`src/hw/rtl/tpcs_pkg.sv`:
```
// tpcs_pkg: shared types, constants and tables for the timer prescale block
// used by the channel interfaces, the divider and the top level
package tpcs_pkg;

	localparam int FreqW  = 31;
	localparam int LimitW = 16;
	localparam int CodeW  = 3;
	localparam int DivW   = 32;
	localparam int DivCntW = $clog2(DivW);
	localparam int ShiftW = 4;
	localparam int NumTrials = 5;
	localparam int TrialW = $clog2(NumTrials);

	localparam logic [DivW-1:0] ClockHzReset = 32'd16000000;
	localparam logic [TrialW-1:0] LastTrial = TrialW'(NumTrials - 1);
	localparam logic [CodeW-1:0] CodeDiv1024 = 3'd5;

	typedef enum logic [1:0] {
		ST_IDLE,
		ST_DIV,
		ST_TRIAL,
		ST_DONE
	} tpcs_state_t;

	typedef struct packed {
		logic start;
	} tpcs_div_ctl_t;

	typedef struct packed {
		logic busy;
		logic done;
	} tpcs_div_sts_t;

	// prescaler shift of each trial: /1, /8, /64, /256, /1024
	function automatic logic [ShiftW-1:0] trial_shift(input logic [TrialW-1:0] idx);
		logic [ShiftW-1:0] sh;
		case (idx)
			3'd0:    sh = 4'd0;
			3'd1:    sh = 4'h3;
			3'd2:    sh = 4'h6;
			3'd3:    sh = 4'h8;
			3'd4:    sh = 4'ha;
			default: sh = 4'ha;
		endcase
		return sh;
	endfunction

	// clock-select code of each trial
	function automatic logic [CodeW-1:0] trial_code(input logic [TrialW-1:0] idx);
		return CodeW'(idx) + CodeW'(1);
	endfunction

endpackage

```
`src/hw/rtl/tpcs_if.sv`:
```
// tpcs_in_if / tpcs_out_if: valid-ready channels of the timer prescale block
// depends on tpcs_pkg for field widths
interface tpcs_in_if;
	import tpcs_pkg::*;
	logic              valid;
	logic              ready;
	logic [FreqW-1:0]  target_freq;
	logic [LimitW-1:0] compare_limit;

	modport source (output valid, output target_freq, output compare_limit, input ready);
	modport sink (input valid, input target_freq, input compare_limit, output ready);
endinterface

interface tpcs_out_if;
	import tpcs_pkg::*;
	logic              valid;
	logic              ready;
	logic [LimitW-1:0] compare_value;
	logic [CodeW-1:0]  clock_select;

	modport source (output valid, output compare_value, output clock_select, input ready);
	modport sink (input valid, input compare_value, input clock_select, output ready);
endinterface

```
`src/hw/rtl/timer_prescale_compare_select.sv`:
```
// Picks a timer prescaler and compare value for a wanted toggle frequency.
// One word passes from acceptance to result through the bit-serial divider that
// forms clock_hz / (2 * target_freq), a hand-over of the quotient, then the
// prescaler trials in order (up to five) in the shared shift-and-compare unit,
// since clock_hz / ((2*f) << s) equals that quotient shifted right by s, and the
// result is then offered on out_ch until taken. A zero frequency skips the divider
// and the trials and goes straight to the result. One word is
// in flight at a time; in_ch.ready is low from acceptance until the result is
// taken. clock_hz is written through cfg_wr_en/cfg_wr_data and resets to 16 MHz.
// depends on tpcs_pkg, tpcs_if (channels) and tpcs_div
module timer_prescale_compare_select (
	input  logic                      clk,
	input  logic                      arst_n,
	input  logic                      cfg_wr_en,
	input  logic [tpcs_pkg::DivW-1:0] cfg_wr_data,
	tpcs_in_if.sink                   in_ch,
	tpcs_out_if.source                out_ch
);
	import tpcs_pkg::*;

	tpcs_state_t state_q, state_d;

	logic [DivW-1:0]   clock_hz_q;
	logic [LimitW-1:0] limit_q;
	logic [TrialW-1:0] trial_q;
	logic [LimitW-1:0] cv_q;
	logic [CodeW-1:0]  cs_q;

	tpcs_div_ctl_t   div_ctl;
	tpcs_div_sts_t   div_sts;
	logic [DivW-1:0] div_quo;

	logic            in_ready;
	logic            out_valid;
	logic            accept;
	logic            zero_freq;
	logic [DivW-1:0] q_sh;
	logic            fits;
	logic            trial_end;

	assign accept    = in_ch.valid & in_ready;
	assign zero_freq = (in_ch.target_freq == '0);

	// shared shift and compare unit
	assign q_sh      = div_quo >> trial_shift(trial_q);
	assign fits      = (q_sh <= {{(DivW-LimitW){1'b0}}, limit_q});
	assign trial_end = fits | (trial_q == LastTrial);

	tpcs_div u_div (
		.clk      (clk),
		.arst_n   (arst_n),
		.ctl      (div_ctl),
		.dividend (clock_hz_q),
		.divisor  ({in_ch.target_freq, 1'b0}),
		.sts      (div_sts),
		.quotient (div_quo)
	);

	// next state
	always_comb begin
		state_d = state_q;
		case (state_q)
			ST_IDLE: begin
				if (accept) begin
					state_d = zero_freq ? ST_DONE : ST_DIV;
				end
			end
			ST_DIV: begin
				if (div_sts.done) begin
					state_d = ST_TRIAL;
				end
			end
			ST_TRIAL: begin
				if (trial_end) begin
					state_d = ST_DONE;
				end
			end
			ST_DONE: begin
				if (out_ch.ready) begin
					state_d = ST_IDLE;
				end
			end
			default: state_d = ST_IDLE;
		endcase
	end

	// outputs
	always_comb begin
		in_ready      = 1'b0;
		out_valid     = 1'b0;
		div_ctl.start = 1'b0;
		case (state_q)
			ST_IDLE: begin
				in_ready      = 1'b1;
				div_ctl.start = in_ch.valid & ~zero_freq;
			end
			ST_DONE: out_valid = 1'b1;
			default: ;
		endcase
	end

	always_ff @(posedge clk or negedge arst_n) begin
		if (!arst_n) begin
			state_q    <= ST_IDLE;
			clock_hz_q <= ClockHzReset;
			trial_q    <= '0;
		end else begin
			state_q <= state_d;
			if (cfg_wr_en) begin
				clock_hz_q <= cfg_wr_data;
			end
			if (accept) begin
				trial_q <= '0;
			end else if (state_q == ST_TRIAL && !trial_end) begin
				trial_q <= trial_q + TrialW'(1);
			end
		end
	end

	always_ff @(posedge clk) begin
		if (accept) begin
			limit_q <= in_ch.compare_limit;
			if (zero_freq) begin
				cv_q <= in_ch.compare_limit;
				cs_q <= CodeDiv1024;
			end
		end else if (state_q == ST_TRIAL && trial_end) begin
			cv_q <= fits ? q_sh[LimitW-1:0] : limit_q;
			cs_q <= trial_code(trial_q);
		end
	end

	assign in_ch.ready          = in_ready;
	assign out_ch.valid         = out_valid;
	assign out_ch.compare_value = cv_q;
	assign out_ch.clock_select  = cs_q;

endmodule

```
`src/hw/rtl/tpcs_div.sv`:
```
// tpcs_div: radix-2 restoring divider, one quotient bit per cycle
// depends on tpcs_pkg for widths and the control/status structs
module tpcs_div (
	input  logic                          clk,
	input  logic                          arst_n,
	input  tpcs_pkg::tpcs_div_ctl_t       ctl,
	input  logic [tpcs_pkg::DivW-1:0]     dividend,
	input  logic [tpcs_pkg::DivW-1:0]     divisor,
	output tpcs_pkg::tpcs_div_sts_t       sts,
	output logic [tpcs_pkg::DivW-1:0]     quotient
);
	import tpcs_pkg::*;

	logic               busy_q;
	logic               done_q;
	logic [DivCntW-1:0] cnt_q;
	logic [DivW-1:0]    rem_q;
	logic [DivW-1:0]    quo_q;
	logic [DivW-1:0]    dsr_q;

	logic [DivW:0]   rem_shift;
	logic [DivW+1:0] diff;
	logic            ge;

	assign rem_shift = {rem_q, quo_q[DivW-1]};
	assign diff      = {1'b0, rem_shift} - {2'b00, dsr_q};
	assign ge        = ~diff[DivW+1];

	always_ff @(posedge clk or negedge arst_n) begin
		if (!arst_n) begin
			busy_q <= 1'b0;
			done_q <= 1'b0;
			cnt_q  <= '0;
		end else begin
			done_q <= 1'b0;
			if (ctl.start) begin
				busy_q <= 1'b1;
				cnt_q  <= DivCntW'(DivW - 1);
			end else if (busy_q) begin
				cnt_q <= cnt_q - DivCntW'(1);
				if (cnt_q == '0) begin
					busy_q <= 1'b0;
					done_q <= 1'b1;
				end
			end
		end
	end

	always_ff @(posedge clk) begin
		if (ctl.start) begin
			rem_q <= '0;
			quo_q <= dividend;
			dsr_q <= divisor;
		end else if (busy_q) begin
			rem_q <= ge ? diff[DivW-1:0] : rem_shift[DivW-1:0];
			quo_q <= {quo_q[DivW-2:0], ge};
		end
	end

	assign sts.busy = busy_q;
	assign sts.done = done_q;
	assign quotient = quo_q;

endmodule

```
`src/flat_wrapper.sv`:
```
// flat-port wrapper written by rule: the top's interface ports become plain ports
module timer_prescale_compare_select_flat import tpcs_pkg::*;
  (clk, arst_n, cfg_wr_en, cfg_wr_data, in_ch_valid, in_ch_target_freq, in_ch_compare_limit, in_ch_ready, out_ch_valid, out_ch_compare_value, out_ch_clock_select, out_ch_ready);
  tpcs_in_if in_ch_i ();
  tpcs_out_if out_ch_i ();
  input  logic clk;
  input  logic arst_n;
  input  logic cfg_wr_en;
  input  logic [tpcs_pkg::DivW-1:0] cfg_wr_data;
  input wire logic [$bits(in_ch_i.valid)-1:0] in_ch_valid;
  input wire logic [$bits(in_ch_i.target_freq)-1:0] in_ch_target_freq;
  input wire logic [$bits(in_ch_i.compare_limit)-1:0] in_ch_compare_limit;
  output wire logic [$bits(in_ch_i.ready)-1:0] in_ch_ready;
  output wire logic [$bits(out_ch_i.valid)-1:0] out_ch_valid;
  output wire logic [$bits(out_ch_i.compare_value)-1:0] out_ch_compare_value;
  output wire logic [$bits(out_ch_i.clock_select)-1:0] out_ch_clock_select;
  input wire logic [$bits(out_ch_i.ready)-1:0] out_ch_ready;
  assign in_ch_i.valid = in_ch_valid;
  assign in_ch_i.target_freq = in_ch_target_freq;
  assign in_ch_i.compare_limit = in_ch_compare_limit;
  assign in_ch_ready = in_ch_i.ready;
  assign out_ch_valid = out_ch_i.valid;
  assign out_ch_compare_value = out_ch_i.compare_value;
  assign out_ch_clock_select = out_ch_i.clock_select;
  assign out_ch_i.ready = out_ch_ready;
  timer_prescale_compare_select u_core (.clk(clk), .arst_n(arst_n), .cfg_wr_en(cfg_wr_en), .cfg_wr_data(cfg_wr_data), .in_ch(in_ch_i), .out_ch(out_ch_i));
endmodule
```
`config.mk`:
```
export PLATFORM = sky130hd
export DESIGN_NAME = timer_prescale_compare_select_flat
export DESIGN_NICKNAME = d
export VERILOG_FILES = /design/src/hw/rtl/tpcs_pkg.sv /design/src/hw/rtl/tpcs_if.sv /design/src/hw/rtl/timer_prescale_compare_select.sv /design/src/hw/rtl/tpcs_div.sv /design/src/flat_wrapper.sv
export SDC_FILE = /design/constraint.sdc
export NUM_CORES = 1
export LEC_CHECK = 0
export BUFFER_PORTS_ARGS = -buffer_cell sky130_fd_sc_hd__clkbuf_2
export CORE_MARGIN = 2
export CORE_UTILIZATION = 65
export DETAILED_ROUTE_END_ITERATION = 10
export GPL_TIMING_DRIVEN = 0
export PLACE_DENSITY = 0.9
export SLEW_MARGIN = 5
export SYNTH_ARGS = -nofsm -noshare
export SYNTH_HDL_FRONTEND = slang
export SYNTH_SLANG_ARGS = --single-unit
```
`constraint.sdc`:
```
create_clock -name clk -period 9.2 [get_ports clk]
set_input_delay 0.46 -clock clk [delete_from_list [all_inputs] [get_ports clk]]
set_output_delay 0.46 -clock clk [all_outputs]
set_load 0.02 [all_outputs]
```
==> reports/metrics.yaml <==
antenna_found_initial: 0
grt_overflow_total: 0
grt_max_degree: 45
met2WireLength_um: 11000
clkTransAtPathRegs_ps: 70
maxUsedRoutingLayer: "met4"
max_cap_violations: 0
cellPowerDensity_mw_per_mm2: 400
layout_common_cells: "nand2_1, clkbuf_2, edfxtp_1"
ant_nets: 0
ys_seq_area_share_pct: 45.9
syn-num-nets: 1205
grt_util_all_layers_pct: 30.7
nNetsFinal: 1328
start_kind: "flop"
ctsResizeCount: 0
routed_wl_um: 24700
synth-seq-cells: 174
cts.path.max_buffers: 2
min_path_type: "primary input to flop"
path_class: "flop to flop"
wire_per_inst_um: 17.5
numCtsBuffers: 17
die-area_mm2: 0.0168
clockRootBuffer: "clkbuf_16"
numPortBuffers: 103
grt_pass1_vias: 8270
rsz0062_at_grt: "no"
drt_iter0_markers: 1056
clock_latency_ps: 450
period_minus_slack_ps: 6070
cts_tree: "built"
path_max_fanout: 19
wl_met3_um: 2180
fmax_mhz: 165
tightest_slew_ps: 1310
start_util_pct: 66.8
hold_violations: 0
clock-skew-final_ps: 15.4
die_w_um: 129
slew_headroom_pct: 12.8
setup_tns_ps: 0
via_count: 8702
core_area_mm2: 0.0153
core.rowCount: 45
crit_arrival_ps: 6150
avgViaCountPerCell: 6.18
vdd.ir_drop.worst_mv: 0.195
synth_area_mm2: 0.0102
grt_pass1_wl_um: 40500
synthToLayoutAreaGrowth_pct: 13.7
fin_total_pwr_w: 0.00465
status: "complete, no violations"
synth_edf_count: 98
setup_violations: 0
layout-drive-gt1-share_pct: 17.4
period_share_pct: 66.0
place_hpwl_um: 18200
ios: 105
synthCells: 1062
slew_viol_final: 0
power.leakage_nw: 5.23
drt_pre_antenna_iters: 5
postSynth.asyncResetShare_pct: 25.3
cts_sinks: 174
avgSynthCellArea_um2: 9.63
nFillCells: 1085
layout_commonest_cell: "nand2_1"
required_ps: 9280
die_height_um: 129
drc: 0
wl_met1_um: 11000
yosys.cell_types.count: 64
postCtsHoldBufs: 0
endpoint_kind: "flop"
diodes: 0
yosys_warnings: 0
gp_congestion: 0.967
synthFlopType: "edfxtp_1"
post_cts_buffers: 0
cts_max_level: 4
-- layer usage --
layer / GRT usage (%) / vias to the layer above
met5: 0 / -
met4: 11.3 / 0
met3: 5.78 / 53
met2: 47.0 / 452
met1: 44.1 / 4121
li1: - / 4076
-- cells in the mapped netlist, types with 5 or more instances --
library cell,instances,share of area [%]
a211oi_1,10,0.73
a21boi_0,6,0.44
a21o_1,14,1.0
a21oi_1,48,2.3
a31oi_1,39,2.4
and2_1,6,0.37
and3_1,6,0.37
buf_1,6,0.22
buf_2,10,0.49
clkbuf_1,35,1.3
dfrtp_1,37,9.0
dfstp_2,7,1.8
dfxtp_1,32,6.3
edfxtp_1,98,29
ha_1,58,7.1
inv_1,65,2.4
mux2_2,37,4.1
mux2i_1,34,3.3
mux4_2,12,2.6
nand2_1,220,8.1
nand2b_1,8,0.49
nand3_1,14,0.68
nand4_1,16,0.98
nor2_1,48,1.8
nor2b_1,7,0.43
nor3_1,10,0.49
nor3b_1,8,0.59
nor4_1,10,0.61
o211ai_1,7,0.51
o21a_1,6,0.44
o21ai_0,65,3.2
o21ai_1,5,0.24
o31ai_1,5,0.37
or3_1,7,0.43
xnor2_1,14,1.2
xor2_1,10,0.86
-- final cells by class --
type / count / area (um2) / share of cell area [%]
plain buffers: 53 / 220 / 1.89
flip-flops and latches: 174 / 4690 / 40.3
clock inverters: 13 / 149 / 1.28
multi-input cells: 769 / 5070 / 43.6
well taps: 211 / 264 / 2.27
inverters: 66 / 248 / 2.13
clock buffers: 19 / 453 / 3.89
repair buffers: 104 / 536 / 4.60
-- worst paths after layout --
check | slack, ps | cells past startpoint | from | end
min in group asynchronous | 220 | 1 | arst_n | u_core.clock_hz_q[4]$_DFFE_PN0P_
worst max-delay path | 3130 | 21 | u_core.trial_q[2]$_DFFE_PN0P_ | u_core.out_ch.compare_value[10]$_DFFE_PP_
max in group asynchronous | 8270 | 1 | arst_n | u_core.clock_hz_q[29]$_DFFE_PN0P_
worst min register to register | 490 | 2 | u_core.u_div.rem_q[19]$_SDFFE_PP0P_ | u_core.u_div.rem_q[20]$_SDFFE_PP0P_
worst min-delay path | 200 | 1 | in_ch_target_freq[19] | u_core.u_div.dsr_q[20]$_DFFE_PP_
worst max register to register | 3130 | 21 | u_core.trial_q[2]$_DFFE_PN0P_ | u_core.out_ch.compare_value[10]$_DFFE_PP_
-- where the power goes --
group	switching, W	internal, W	total [W]
Clock	0.000335	0.000398	0.000734
Sequential	0.000200	0.00112	0.00132
Combinational	0.00154	0.00105	0.00260
-- worst max-delay path, cell delays in order (launching register included) --
cell,delay [ps]
dfrtp_1,430
clkbuf_1,400
inv_1,130
ha_1,260
o22ai_1,690
clkbuf_1,430
buf_2,330
a21oi_1,140
o21a_1,220
nor2_1,100
a31oi_1,80
ha_1,340
a21o_1,180
a21o_1,160
a21oi_1,240
o211a_1,200
o31ai_1,70
a221o_1,400
buf_4,200
nand2_1,60
nand3_1,70
nand2_1,570
-- cell families (layout without fill, tap and decap cells) --
group	after synthesis	count (layout)	share of synthesized area, %
AOI/OAI and AO/OA	235	235	14.3
xor gates and xnor gates	24	24	2.05
adders and majority gates	59	59	7.29
buffers and inverters	119	255	4.56
DFF	174	174	45.9
muxes	83	83	10.0
and+or+nand+nor	368	368	15.9
-- through the flow --
stage / cells / hold slack (ps) / utilization, % / cell area, um2 / setup WS [ps]
2_1_floorplan: 1062 / 164 / - / 10200 / 4300
4_1_cts: 1409 / 187 / 76.0 / 11600 / 3200
6_report: 1409 / 199 / 76.0 / 11600 / 3130
3_3_place_gp: 1376 / 475 / 71.9 / 11000 / 3310
5_1_grt: 1409 / 195 / 76.0 / 11600 / 2750
3_5_place_dp: 1377 / 480 / 72.0 / 11000 / 3240
-- sequential cells by signal, summed over array words and instances (netlist names) --
signal	cells
u_core.clock_hz_q	32
u_core.limit_q	16
u_core.out_ch.clock_select	3
u_core.out_ch.compare_value	16
u_core.state_q	2
u_core.trial_q	3
u_core.u_div.busy_q	1
u_core.u_div.cnt_q	5
u_core.u_div.done_q	1
u_core.u_div.dsr_q	31
u_core.u_div.quotient	32
u_core.u_div.rem_q	32
Power figures use the tool's default switching activity.
